### src/rtl/core/prtd_pkg.sv
// shared types, constants and address folding for the palette ram tile row decoder
`timescale 1ns / 1ps
`default_nettype none

package prtd_pkg;

  localparam int TILE_WIDTH  = 8;
  localparam int ADDR_W      = 5;
  localparam int BYTE_W      = 8;
  localparam int PAL_W       = 3;
  localparam int COLOR_W     = 6;
  localparam int POS_W       = 3;
  localparam int RAM_DEPTH   = 32;
  localparam int QUEUE_DEPTH = 2;

  typedef enum logic [1:0] {
    ACT_WRITE  = 2'd0,
    ACT_READ   = 2'd1,
    ACT_DECODE = 2'd2
  } action_t;

  typedef struct packed {
    logic [1:0]        action;
    logic [ADDR_W-1:0] address;
    logic [BYTE_W-1:0] write_value;
    logic [BYTE_W-1:0] plane_low;
    logic [BYTE_W-1:0] plane_high;
    logic [PAL_W-1:0]  palette_number;
  } cmd_t;

  // background entries of the sprite palettes fold onto the shared entries
  function automatic logic [ADDR_W-1:0] fold_address(input logic [ADDR_W-1:0] a);
    logic [ADDR_W-1:0] m;
    m = a;
    if (a[4] && (a[1:0] == 2'b00)) begin
      m = {1'b0, a[3:0]};
    end
    return m;
  endfunction

endpackage

`default_nettype wire

### src/rtl/core/prtd_front.sv
// front end: accepts requests, drops unused codes and queues the rest
`timescale 1ns / 1ps
`default_nettype none

module prtd_front
  import prtd_pkg::*;
(
  input  wire logic  clk,
  input  wire logic  rst_n,
  input  wire logic  in_valid,
  output logic       in_ready,
  input  wire cmd_t  in_cmd,
  output logic       q_valid,
  input  wire logic  q_pop,
  output cmd_t       q_cmd
);

  cmd_t       entry_r [QUEUE_DEPTH];
  logic       wr_ptr_r, wr_ptr_nxt;
  logic       rd_ptr_r, rd_ptr_nxt;
  logic [1:0] count_r, count_nxt;
  logic       push;
  logic       pop;
  logic       keep;

  assign in_ready = (count_r != 2'(QUEUE_DEPTH));
  assign q_valid  = (count_r != 2'd0);
  assign q_cmd    = entry_r[rd_ptr_r];

  always_comb begin
    case (in_cmd.action) inside
      ACT_WRITE, ACT_READ, ACT_DECODE: keep = 1'b1;
      default:                         keep = 1'b0;
    endcase
  end

  assign push = in_valid && in_ready && keep;
  assign pop  = q_pop && q_valid;

  always_comb begin
    wr_ptr_nxt = push ? ~wr_ptr_r : wr_ptr_r;
    rd_ptr_nxt = pop ? ~rd_ptr_r : rd_ptr_r;
    count_nxt  = count_r + 2'(push) - 2'(pop);
  end

  always_ff @(posedge clk) begin
    if (!rst_n) begin
      wr_ptr_r <= 1'b0;
      rd_ptr_r <= 1'b0;
      count_r  <= 2'd0;
    end else begin
      wr_ptr_r <= wr_ptr_nxt;
      rd_ptr_r <= rd_ptr_nxt;
      count_r  <= count_nxt;
    end
  end

  always_ff @(posedge clk) begin
    if (push) begin
      entry_r[wr_ptr_r] <= in_cmd;
    end
  end

endmodule

`default_nettype wire

### src/rtl/core/prtd_back.sv
// back end: palette ram, tile row sequencer and output register
`timescale 1ns / 1ps
`default_nettype none

module prtd_back
  import prtd_pkg::*;
(
  input  wire logic        clk,
  input  wire logic        rst_n,
  input  wire logic        q_valid,
  output logic             q_pop,
  input  wire cmd_t        q_cmd,
  output logic             out_valid,
  input  wire logic        out_ready,
  output logic [BYTE_W-1:0]  out_read_byte,
  output logic [COLOR_W-1:0] out_color_index,
  output logic [POS_W-1:0]   out_pixel_position,
  output logic             out_last
);

  typedef enum logic {
    ST_IDLE,
    ST_DECODE
  } state_t;

  state_t             state_r;
  logic [BYTE_W-1:0]  ram_r [RAM_DEPTH];
  logic [BYTE_W-1:0]  lo_r;
  logic [BYTE_W-1:0]  hi_r;
  logic [PAL_W-1:0]   pal_r;
  logic [POS_W-1:0]   cnt_r;
  logic               out_valid_r;
  logic [BYTE_W-1:0]  read_byte_r;
  logic [COLOR_W-1:0] color_r;
  logic [POS_W-1:0]   pos_r;
  logic               last_r;

  logic               can_load;
  logic               out_load;
  logic               ram_we;
  logic [ADDR_W-1:0]  rd_addr;
  logic [BYTE_W-1:0]  rd_data;
  logic [1:0]         pix;
  logic [PAL_W-1:0]   pix_pal;

  assign can_load = !out_valid_r || out_ready;

  // a new result enters the output register
  assign out_load = (state_r == ST_DECODE) ? can_load :
                    (q_valid && can_load &&
                     (q_cmd.action == ACT_READ || q_cmd.action == ACT_DECODE));

  // pixel value from the leftmost remaining plane bits
  always_comb begin
    if (state_r == ST_DECODE) begin
      pix     = {hi_r[BYTE_W-1], lo_r[BYTE_W-1]};
      pix_pal = pal_r;
    end else begin
      pix     = {q_cmd.plane_high[BYTE_W-1], q_cmd.plane_low[BYTE_W-1]};
      pix_pal = q_cmd.palette_number;
    end
  end

  always_comb begin
    q_pop  = 1'b0;
    ram_we = 1'b0;
    if (state_r == ST_IDLE && q_valid) begin
      unique case (q_cmd.action) inside
        ACT_WRITE: begin
          q_pop  = 1'b1;
          ram_we = 1'b1;
        end
        ACT_READ, ACT_DECODE: q_pop = can_load;
        default:              q_pop = 1'b1;
      endcase
    end
  end

  always_comb begin
    if (state_r == ST_IDLE && q_cmd.action == ACT_READ) begin
      rd_addr = fold_address(q_cmd.address);
    end else begin
      rd_addr = fold_address({pix_pal, pix});
    end
  end

  assign rd_data = ram_r[rd_addr];

  always_ff @(posedge clk) begin
    if (!rst_n) begin
      for (int i = 0; i < RAM_DEPTH; i++) begin
        ram_r[i] <= '0;
      end
    end else if (ram_we) begin
      ram_r[fold_address(q_cmd.address)] <= q_cmd.write_value;
    end
  end

  always_ff @(posedge clk) begin
    if (!rst_n) begin
      state_r     <= ST_IDLE;
      out_valid_r <= 1'b0;
      cnt_r       <= '0;
    end else begin
      if (out_load) begin
        out_valid_r <= 1'b1;
      end else if (out_ready) begin
        out_valid_r <= 1'b0;
      end
      unique case (state_r)
        ST_IDLE: begin
          if (q_valid && can_load) begin
            if (q_cmd.action == ACT_READ) begin
              read_byte_r <= rd_data;
              color_r     <= '0;
              pos_r       <= '0;
              last_r      <= 1'b1;
            end else if (q_cmd.action == ACT_DECODE) begin
              read_byte_r <= '0;
              color_r     <= rd_data[COLOR_W-1:0];
              pos_r       <= '0;
              last_r      <= 1'b0;
              lo_r        <= q_cmd.plane_low << 1;
              hi_r        <= q_cmd.plane_high << 1;
              pal_r       <= q_cmd.palette_number;
              cnt_r       <= POS_W'(1);
              state_r     <= ST_DECODE;
            end
          end
        end
        ST_DECODE: begin
          if (can_load) begin
            read_byte_r <= '0;
            color_r     <= rd_data[COLOR_W-1:0];
            pos_r       <= cnt_r;
            last_r      <= (cnt_r == POS_W'(TILE_WIDTH - 1));
            lo_r        <= lo_r << 1;
            hi_r        <= hi_r << 1;
            cnt_r       <= cnt_r + POS_W'(1);
            if (cnt_r == POS_W'(TILE_WIDTH - 1)) begin
              state_r <= ST_IDLE;
            end
          end
        end
        default: state_r <= ST_IDLE;
      endcase
    end
  end

  assign out_valid          = out_valid_r;
  assign out_read_byte      = read_byte_r;
  assign out_color_index    = color_r;
  assign out_pixel_position = pos_r;
  assign out_last           = last_r;

endmodule

`default_nettype wire

### src/rtl/core/palette_ram_tile_row_decoder.sv
// top level of the palette ram tile row decoder
`timescale 1ns / 1ps
`default_nettype none

// Palette RAM (32 x 8, zero after reset, background entries 0x10/0x14/0x18/0x1C
// mirrored onto 0x00/0x04/0x08/0x0C) with tile row decode. Requests enter a
// two-entry queue and are carried out in order by a sequencer behind it. A write
// updates the palette RAM in the sequencer and gives no result; a read gives one
// result, loaded into the output register at the edge where the sequencer takes
// it; a decode gives eight pixel results, one per cycle while the result side
// does not stall. That rate is set by the single read port of the palette RAM,
// which serves one pixel lookup per cycle. Backpressure on the result side stalls
// the sequencer only; the queue keeps taking requests until it is full.
module palette_ram_tile_row_decoder
  import prtd_pkg::*;
(
  input  wire logic        clk,
  input  wire logic        rst_n,
  input  wire logic        in_tvalid,
  output logic             in_tready,
  input  wire logic [31:0] in_tdata,   // address, write_value, plane_low, plane_high, palette_number
  input  wire logic [1:0]  in_tuser,   // action
  output logic             out_tvalid,
  input  wire logic        out_tready,
  output logic [23:0]      out_tdata,  // read_byte, color_index, pixel_position, zero pad
  output logic             out_tlast
);

  cmd_t               in_cmd;
  cmd_t               q_cmd;
  logic               q_valid;
  logic               q_pop;
  logic [BYTE_W-1:0]  read_byte;
  logic [COLOR_W-1:0] color_index;
  logic [POS_W-1:0]   pixel_position;

  always_comb begin
    in_cmd.action         = in_tuser;
    in_cmd.address        = in_tdata[4:0];
    in_cmd.write_value    = in_tdata[12:5];
    in_cmd.plane_low      = in_tdata[20:13];
    in_cmd.plane_high     = in_tdata[28:21];
    in_cmd.palette_number = in_tdata[31:29];
  end

  prtd_front u_front (
    .clk      (clk),
    .rst_n    (rst_n),
    .in_valid (in_tvalid),
    .in_ready (in_tready),
    .in_cmd   (in_cmd),
    .q_valid  (q_valid),
    .q_pop    (q_pop),
    .q_cmd    (q_cmd)
  );

  prtd_back u_back (
    .clk                (clk),
    .rst_n              (rst_n),
    .q_valid            (q_valid),
    .q_pop              (q_pop),
    .q_cmd              (q_cmd),
    .out_valid          (out_tvalid),
    .out_ready          (out_tready),
    .out_read_byte      (read_byte),
    .out_color_index    (color_index),
    .out_pixel_position (pixel_position),
    .out_last           (out_tlast)
  );

  assign out_tdata = {7'd0, pixel_position, color_index, read_byte};

endmodule

`default_nettype wire

### config.mk
export PLATFORM = sky130hd
export DESIGN_NAME = palette_ram_tile_row_decoder
export DESIGN_NICKNAME = d
export VERILOG_FILES = /design/src/rtl/core/prtd_pkg.sv /design/src/rtl/core/prtd_front.sv /design/src/rtl/core/prtd_back.sv /design/src/rtl/core/palette_ram_tile_row_decoder.sv
export SDC_FILE = /design/constraint.sdc
export NUM_CORES = 1
export LEC_CHECK = 0
export ABC_AREA = 1
export BUFFER_PORTS_ARGS = -buffer_cell sky130_fd_sc_hd__buf_2
export CAP_MARGIN = 15
export CORE_ASPECT_RATIO = 0.7
export CORE_MARGIN = 3
export CORE_UTILIZATION = 55
export CTS_BUF_LIST = sky130_fd_sc_hd__clkbuf_2
export CTS_CLUSTER_SIZE = 12
export DETAILED_ROUTE_END_ITERATION = 10
export PLACE_DENSITY_LB_ADDON = 0.2
export SETUP_SLACK_MARGIN = 0.02
export SYNTH_ARGS = -nofsm -noshare
export SYNTH_HDL_FRONTEND = slang
export SYNTH_SLANG_ARGS = --single-unit
### constraint.sdc
create_clock -name clk -period 3.05 [get_ports clk]
set_clock_uncertainty 0.15 [all_clocks]
set_input_delay 0.61 -clock clk [delete_from_list [all_inputs] [get_ports clk]]
set_output_delay 0.61 -clock clk [all_outputs]
set_load 0.02 [all_outputs]
# Yosys cells after proc, flatten, opt, wreduce, memory -nomap -nowiden
# Memory sizes are Yosys's and may differ from the RTL's. A register that Yosys moved wholly into a read port is not among the register bits.
# Index checks and enable logic that the tools add are counted.
[classes]
n_bitwise = 4
add_sub_neg = 3
reduce_logical = 25
mux = 67
n_eq_ne = 11
[ops]
columns = ["op", "count"]
rows = [
  ["8-bit two-way mux", 13],
  ["8-bit case mux with 2 select lines", 3],
  ["5-bit two-way mux", 6],
  ["3-bit two-way mux", 9],
  ["1-bit two-way mux", 26],
  ["6-bit two-way mux", 4],
  ["3-bit case mux with 2 select lines", 2],
  ["6-bit case mux with 2 select lines", 1],
  ["2-bit != test, second input constant", 5],
  ["5-bit AND reduction", 2],
  ["1-bit logical AND", 9],
  ["2-bit logical NOT", 4],
  ["4-bit AND reduction", 2],
  ["8-bit OR reduction", 1],
  ["2-bit by 1-bit equality test with 1-bit output, second input constant", 2],
  ["2-bit equality test, second input constant", 2],
  ["1-bit NOT", 4],
  ["1-bit case mux with 2 select lines", 2],
  ["2-bit nonzero test", 2],
  ["3-bit by 1-bit adder with 3-bit output, second input constant", 1],
  ["3-bit equality test, second input constant", 1],
  ["3-bit != test, second input constant", 1],
  ["3-bit OR reduction", 1],
  ["2-bit by 1-bit adder with 2-bit output", 1],
  ["other kinds (5)", 6],
]
[word_totals]
inputBits = 38
out_inout_bits = 27
word_cells = 125
ram_bits = 324
mem_count = 2
reg_bits = 46
[mem_list]
columns = ["name", "depth", "word_bits", "rd", "rd_clocked_by_memory_dff", "write_ports", "line_no", "rtl"]
rows = [
  ["u_back.ram_r", 32, 8, 1, 0, 32, "prtd_back.sv:27", "logic [BYTE_W-1:0] ram_r [RAM_DEPTH];"],
  ["u_front.entry_r", 2, 34, 1, 1, 1, "prtd_front.sv:18", "cmd_t entry_r [QUEUE_DEPTH];"],
]

# Logic depth before layout (Yosys ltp)
# Gate-level depths: netlist of run 1.
# An unclocked memory read counts as a cell.
[depth]
ltp_word = 10
ltp_mapped = 20
depth_no_buf = 17

# By module
# Synthesis of run 1 repeated with hierarchy kept, for this count alone.
[hier_totals]
cells_unflattened = 1546
area_unflattened_um2 = 16614.7
[by_module_without_submodules]
columns = ["module", "cells_each", "n_inst", "seq_area_each_um2", "area_per_inst_um2"]
rows = [
  ["prtd_back", 1395, 1, 8838.5, 13685.6],
  ["prtd_front", 143, 1, 2142.1, 2872.8],
  ["palette_ram_tile_row_decoder", 8, 1, 0.0, 56.3],
]

# Worst setup path after synthesis of run 1
# OpenSTA, ideal clock, no wires.
[synth_timing]
path_kind = "reg2reg"
startpoint = "register (tool-made name)"
endpoint = "register u_back.color_r[0], in the netlist u_back.out_color_index[0], enable pin"
required_ns = 2.479
period_less_slack_ns = 3.407
t_arrival_ns = 2.836
path_stages_with_launch = 8
setup_ns = 0.421
setup_slack_ns = -0.357
path_buffers = 3
cell_sequence = "dfxtp_1 buf_4 buf_4 buf_2 o21ai_0 ha_1 o21ai_0 a211oi_1"
[synth_rtl]
columns = ["element", "line_no", "rtl"]
rows = [
  ["to (signal assigned)", "prtd_back.sv:120", "color_r <= rd_data[COLOR_W-1:0];"],
  ["to (signal assigned)", "prtd_back.sv:134", "color_r <= rd_data[COLOR_W-1:0];"],
  ["to (decl)", "prtd_back.sv:34", "logic [COLOR_W-1:0] color_r;"],
]

==> impl_metrics.json, run 1 <==
{
  "grt_max_degree": 49,
  "hold_viol_final": 0,
  "clk_pin_slew_ps": 100,
  "htree_levels": 3,
  "port_buffers": 57,
  "syn_avg_cell_area_sq_um": 10.0,
  "whs_ps": 125,
  "die_h_microns": 153,
  "required_ps": 3670,
  "clkSinkCount": 369,
  "synthMuxAreaShare": 0.00539,
  "yosysTopAreaCell": "edfxtp_1",
  "holdCritStartpoint": "rst_n",
  "die_x_microns": 216,
  "drt-pass1-iter-count": 6,
  "route.met2.wl_mm": 20.3,
  "hp-class": "in2reg",
  "core_sq_mm": 0.0302,
  "drt_iter0_markers": 1674,
  "clk_path_buf_depth": 3,
  "ys.flop_type": "edfxtp_1",
  "numCtsBuffers": 87,
  "cp_max_fo": 10,
  "clock_latency_ps": 950,
  "leakage_nw": 8.55,
  "period_minus_slack_ps": 2940,
  "dpl.hpwl_mm": 26.9,
  "timing.fmax_mhz": 340,
  "cts_tree": "built",
  "antenna_found_initial": 1,
  "rows": 53,
  "slew_viol_final": 0,
  "setup_violations": 0,
  "syn_area_sq_mm": 0.0169,
  "nets": 1942,
  "synth_cell_types": 36,
  "grt_pass1_wl_mm": 67.5,
  "num_io_pins": 65,
  "holdPathEnd": "u_front.count_r[0]$_SDFF_PN0_",
  "yosys_register_bits": 369,
  "top_layer": "met4",
  "drcViolationCount": 0,
  "ff2ff_path_depth": 17,
  "synth-compound-area-share": 0.0197,
  "initial_core_util": 0.562,
  "root_buffer": "clkbuf_2",
  "dieArea_sq_mm": 0.0330,
  "final_util": 0.657,
  "fin_ws_ps": 112,
  "fin_cells": 2363,
  "reg2reg_to": "u_back.out_color_index[5]$_DFFE_PP_",
  "num_vias": 12909,
  "wl_per_cell_microns": 19.0,
  "synth_top_family_by_area": "simple AND/OR/NAND/NOR gates",
  "yosys_warnings": 0,
  "met3WireLength_mm": 4.46,
  "status": "finished, final reports clean",
  "place_ws_ps": -3.21,
  "routed_via_density": 5.46,
  "seq_area_frac_synth": 0.648,
  "synth_edf_count": 359,
  "synth-xor-area-share": 0.000517,
  "syn_to_final_growth_pct": 17.0,
  "track_usage": 0.266,
  "yosysMostFrequentCell": "edfxtp_1",
  "crit_path_start_kind": "flip-flop",
  "grt_pass1_vias": 12188,
  "drive_above_1_share": 0.185,
  "synthSimpleGateAreaFrac": 0.242,
  "reg2reg_slack_ps": 110,
  "async_flop_share": 0,
  "drt-met1-wl_mm": 19.1,
  "ant_nets": 0,
  "routed_wl_mm": 45.0,
  "grt.overflow.total": 0,
  "whs_path_depth": 4,
  "synth-adder-area-share": 0.00517,
  "critPathKind": "reg2reg",
  "ir_worst_vdd_uv": 761,
  "period_share": 0.963,
  "end_kind": "flip-flop",
  "slew_headroom": 0.589,
  "cp.arrival_ps": 3560,
  "rsz0062_at_grt": "yes",
  "worstMarginPinSlew_ps": 617,
  "synth_common_cells": "edfxtp_1 (359), nor2_1 (282), nand2_1 (278)",
  "fin_setup_tns_ps": 0,
  "synth_area_leaders": "edfxtp_1 (64%), nand3_1 (8.0%), nor2_1 (6.2%), nand2_1 (6.2%), inv_1 (5.0%)",
  "p_per_area_mw_per_mm2": 962,
  "maxCapViolCount": 0,
  "place_inst": 2169,
  "syn_inst": 1690,
  "place_congestion": 0.897,
  "synth_top_area_share": 0.636
}
-- flip-flops by register name, indices dropped and copies added (netlist names), named ones only --
signal	count
u_front.entry_r	68
u_back.out_read_byte	8
u_back.hi_r	7
u_back.lo_r	7
u_back.out_pixel_position	3
u_front.count_r	2
u_back.out_valid	1
u_back.out_color_index	6
u_back.cnt_r	3
u_back.state_r	1
u_back.pal_r	3
u_front.rd_ptr_r	1
u_back.ram_r	256
u_front.wr_ptr_r	1
u_back.out_last	1
-- power by group --
| part | total, mW | internal (mW) | switching (mW) | leakage, nW |
|---|---|---|---|---|
| Combinational | 9.62 | 3.26 | 6.36 | 4.32 |
| Clock | 3.15 | 1.25 | 1.91 | 0.573 |
| Sequential | 6.31 | 6.12 | 0.189 | 3.66 |
| Total | 19.1 | 10.6 | 8.46 | 8.55 |
-- worst max-delay path: stages, from the launching register on --
cell,delay [ps]
dfxtp_4,400
inv_4,40
or2_2,260
o21ai_1,100
inv_1,100
ha_4,190
nand2_4,110
inv_2,90
buf_6,160
a21oi_4,250
buf_12,160
buf_12,140
nand3_1,110
nand3_2,100
nand3_1,120
nand3_1,110
nand2_1,70
nor2_1,100
-- placed cells by master (no fill, tap or decap), types with 36 or more instances in the layout --
cell / netlist / final
edfxtp_1: 359 / 359
nor2_1: 282 / 277
nand2_1: 278 / 275
nand3_1: 271 / 251
inv_1: 224 / 224
clkbuf_2: 0 / 125
buf_2: 45 / 57
buf_4: 16 / 50
nand3b_1: 43 / 43
conb_1: 1 / 39
dlygate4sd3_1: 0 / 36
-- area by class of cell --
type / instances / area (sq um)
diodes: 1 / 2.50
clock buffers: 125 / 626
clock inverters: 17 / 125
fillers: 2452 / 10300
inverters: 231 / 870
multi-input cells: 1034 / 5060
flip-flops and latches: 369 / 11000
well taps: 412 / 515
repair buffers: 174 / 1650
-- worst max-delay path by stage --
stage                   start                                     to  cells past startpoint
finish              flip-flop    u_back.out_color_index[5]$_DFFE_PP_                     17
global placement    flip-flop  u_back.out_read_byte[6]$_SDFFCE_PP0P_                     17
global route        flip-flop  u_back.out_read_byte[0]$_SDFFCE_PP0P_                     17
floorplan           flip-flop    u_back.out_color_index[4]$_DFFE_PP_                     19
detailed placement  flip-flop  u_back.out_read_byte[0]$_SDFFCE_PP0P_                     14
CTS                 flip-flop  u_back.out_read_byte[0]$_SDFFCE_PP0P_                     16
-- timing repair --
action	CTS	global route
buffers inserted	3	4
endpoints found under the setup margin	13	65
gates cloned	0	8
endpoints found under the hold margin	72	0
hold buffers	36	0
pin swaps	1	3
resized for setup	1	47
-- through the flow --
step | instance area, sq um | power, mW
floorplan | 17100 | 11.6
global placement | 18200 | 14.6
detailed placement | 18200 | 14.6
CTS | 19400 | 17.8
global route | 19800 | 20.1
finish | 19800 | 19.1
-- metal layers --
| metal | vias to the layer above | track usage |
|---|---|---|
| met1 | 6168 | 0.384 |
| met4 | 0 | 0.0799 |
| met5 | - | 0 |
| met2 | 659 | 0.400 |
| li1 | 5990 | - |
| met3 | 92 | 0.0694 |
-- cells by family (layout without fill, tap and decap cells) --
group	Yosys count	in the layout
and+or+nand+nor	921	921
muxes	8	8
xor gates and xnor gates	1	1
adders and majority gates	7	7
other	1	40
buffers and inverters	325	547
AOI/OAI and AO/OA	58	58
DFF	369	369
(Power assumes the default switching activity.)
==> run 2: changes to the inputs <==
--- a/config.mk
+++ b/config.mk
@@ -6,7 +6,7 @@
 export NUM_CORES = 1
 export LEC_CHECK = 0
 export ABC_AREA = 1
-export BUFFER_PORTS_ARGS = -buffer_cell sky130_fd_sc_hd__buf_2
+export BUFFER_PORTS_ARGS = -buffer_cell sky130_fd_sc_hd__buf_4
 export CAP_MARGIN = 15
 export CORE_ASPECT_RATIO = 0.7
 export CORE_MARGIN = 3
==> impl_metrics.json, run 2 (same netlist as run 1, synthesis figures left out) <==
{
  "num_vias": 13205,
  "clk_path_buf_depth": 3,
  "fin_cells": 2396,
  "numCtsBuffers": 88,
  "totalPowerFinal_mw": 19.6,
  "place_congestion": 0.900,
  "timing.fmax_mhz": 342,
  "whs_path_depth": 2,
  "clock_latency_ps": 1020,
  "drt-pass1-iter-count": 6,
  "routed_via_density": 5.51,
  "register_area_sq_mm": 0.0110,
  "htree_levels": 3,
  "track_usage": 0.280,
  "ir_worst_vdd_uv": 773,
  "setup_violations": 0,
  "drive_above_1_share": 0.190,
  "die_h_microns": 153,
  "nets": 1964,
  "hold_viol_final": 0,
  "p_per_area_mw_per_mm2": 972,
  "fillers": 2395,
  "cts_tree": "built",
  "multi_input_area_sq_mm": 0.00499,
  "clk_pin_slew_ps": 110,
  "num_io_pins": 65,
  "rsz0062_at_grt": "yes",
  "reg2reg_to": "u_back.out_read_byte[7]$_SDFFCE_PP0P_",
  "drt_iter0_markers": 1988,
  "clkSinkCount": 369,
  "grt_max_degree": 48,
  "routed_wl_mm": 47.1,
  "port_buffers": 57,
  "root_buffer": "clkbuf_2",
  "largest_reg_flops": 256,
  "slew_headroom": 0.631,
  "antenna_found_initial": 2,
  "status": "finished, final reports clean",
  "worstMarginPinSlew_ps": 554,
  "required_ps": 3620,
  "wl_per_cell_microns": 19.7,
  "reg2reg_slack_ps": 130,
  "drcViolationCount": 0,
  "grt_pass1_wl_mm": 70.5,
  "final_cell_mix": "edfxtp_1 (359), nor2_1 (278), nand2_1 (272)",
  "grt_pass1_vias": 12530,
  "crit_path_end": "u_back.out_read_byte[7]$_SDFFCE_PP0P_",
  "initial_core_util": 0.562,
  "cp_max_fo": 8,
  "grt.overflow.total": 0,
  "largest_register": "u_back.ram_r",
  "die_x_microns": 216,
  "core_sq_mm": 0.0302,
  "final_util": 0.668,
  "ff2ff_path_depth": 17,
  "crit_path_start_kind": "flip-flop",
  "dieArea_sq_mm": 0.0330,
  "place_inst": 2183,
  "syn_to_final_growth_pct": 18.9,
  "period_share": 0.959,
  "cp.arrival_ps": 3500,
  "hp-class": "in2reg",
  "ant_nets": 0,
  "critPathKind": "reg2reg",
  "slew_viol_final": 0,
  "mostFrequentLayoutCell": "edfxtp_1",
  "leakage_nw": 8.70,
  "end_kind": "flip-flop",
  "place_ws_ps": -29.2,
  "maxCapViolCount": 0,
  "fin_ws_ps": 126,
  "dpl.hpwl_mm": 28.2,
  "rows": 53,
  "period_minus_slack_ps": 2920
}
-- run 2: how the worst min path moves through the flow --
stage | from | end | slack, ps
floorplan | u_front.rd_ptr_r$_SDFFE_PN0P_ | flip-flop | 280
global placement | u_front.rd_ptr_r$_SDFFE_PN0P_ | flip-flop | 280
detailed placement | u_front.rd_ptr_r$_SDFFE_PN0P_ | flip-flop | 310
CTS | in_tdata[16] | u_front.entry_r[0][14]$_DFFE_PP_ | 60
global route | in_tdata[16] | u_front.entry_r[0][14]$_DFFE_PP_ | 40
finish | in_tdata[11] | u_front.entry_r[1][25]$_DFFE_PP_ | 170
-- run 2: worst max-delay path, cell delays in order, from the launching register on --
cell and delay, ps:
dfxtp_4 390, inv_4 40, or2_2 270, o21ai_2 80, inv_1 90, ha_4 190, nand2_4 150, buf_4 150
o211ai_4 100, buf_12 160, buf_12 120, clkbuf_16 150, nand3_1 100, nand3_1 80, nand3_1 140, nand3_1 90
nand2_1 150, nor2_1 50
-- run 2: layout make-up --
class / count / share of cell area
diodes: 2 / 0.000248
inverters: 231 / 0.0434
clock inverters: 24 / 0.00696
repair buffers: 195 / 0.0983
multi-input cells: 1034 / 0.248
well taps: 412 / 0.0256
flip-flops and latches: 369 / 0.545
clock buffers: 129 / 0.0321
-- run 2: routing by layer --
metal | up-vias | GRT usage | wire [microns] | share of wire
li1 | 6048 | - | - | -
met1 | 6298 | 0.406 | 18900 | 0.40
met2 | 754 | 0.420 | 21400 | 0.45
met3 | 101 | 0.0717 | 5610 | 0.12
met4 | 4 | 0.0881 | 1150 | 0.024
met5 | - | 0 | 31 | 0.00066
-- run 2: what timing repair did --
action | CTS | global route
setup endpoints to repair | 20 | 63
hold endpoints to repair | 76 | 0
pin swaps | 1 | 6
gates resized for setup | 8 | 31
gates cloned | 3 | 6
hold buffers | 38 | 0
setup buffers | 0 | 11
-- run 2: report_power, final --
| part | internal [mW] | switching, mW |
|---|---|---|
| Clock | 1.22 | 1.99 |
| Sequential | 6.12 | 0.203 |
| Combinational | 3.59 | 6.45 |
| Total | 10.9 | 8.64 |
-- run 2: stage by stage --
stage	setup TNS, ps	instance area (sq um)	hold WS (ps)
global route	-49.5	20100	39.6
global placement	0	18400	285
detailed placement	-87.5	18400	307
finish	0	20100	167
floorplan	0	17100	276
CTS	0	19700	62.1
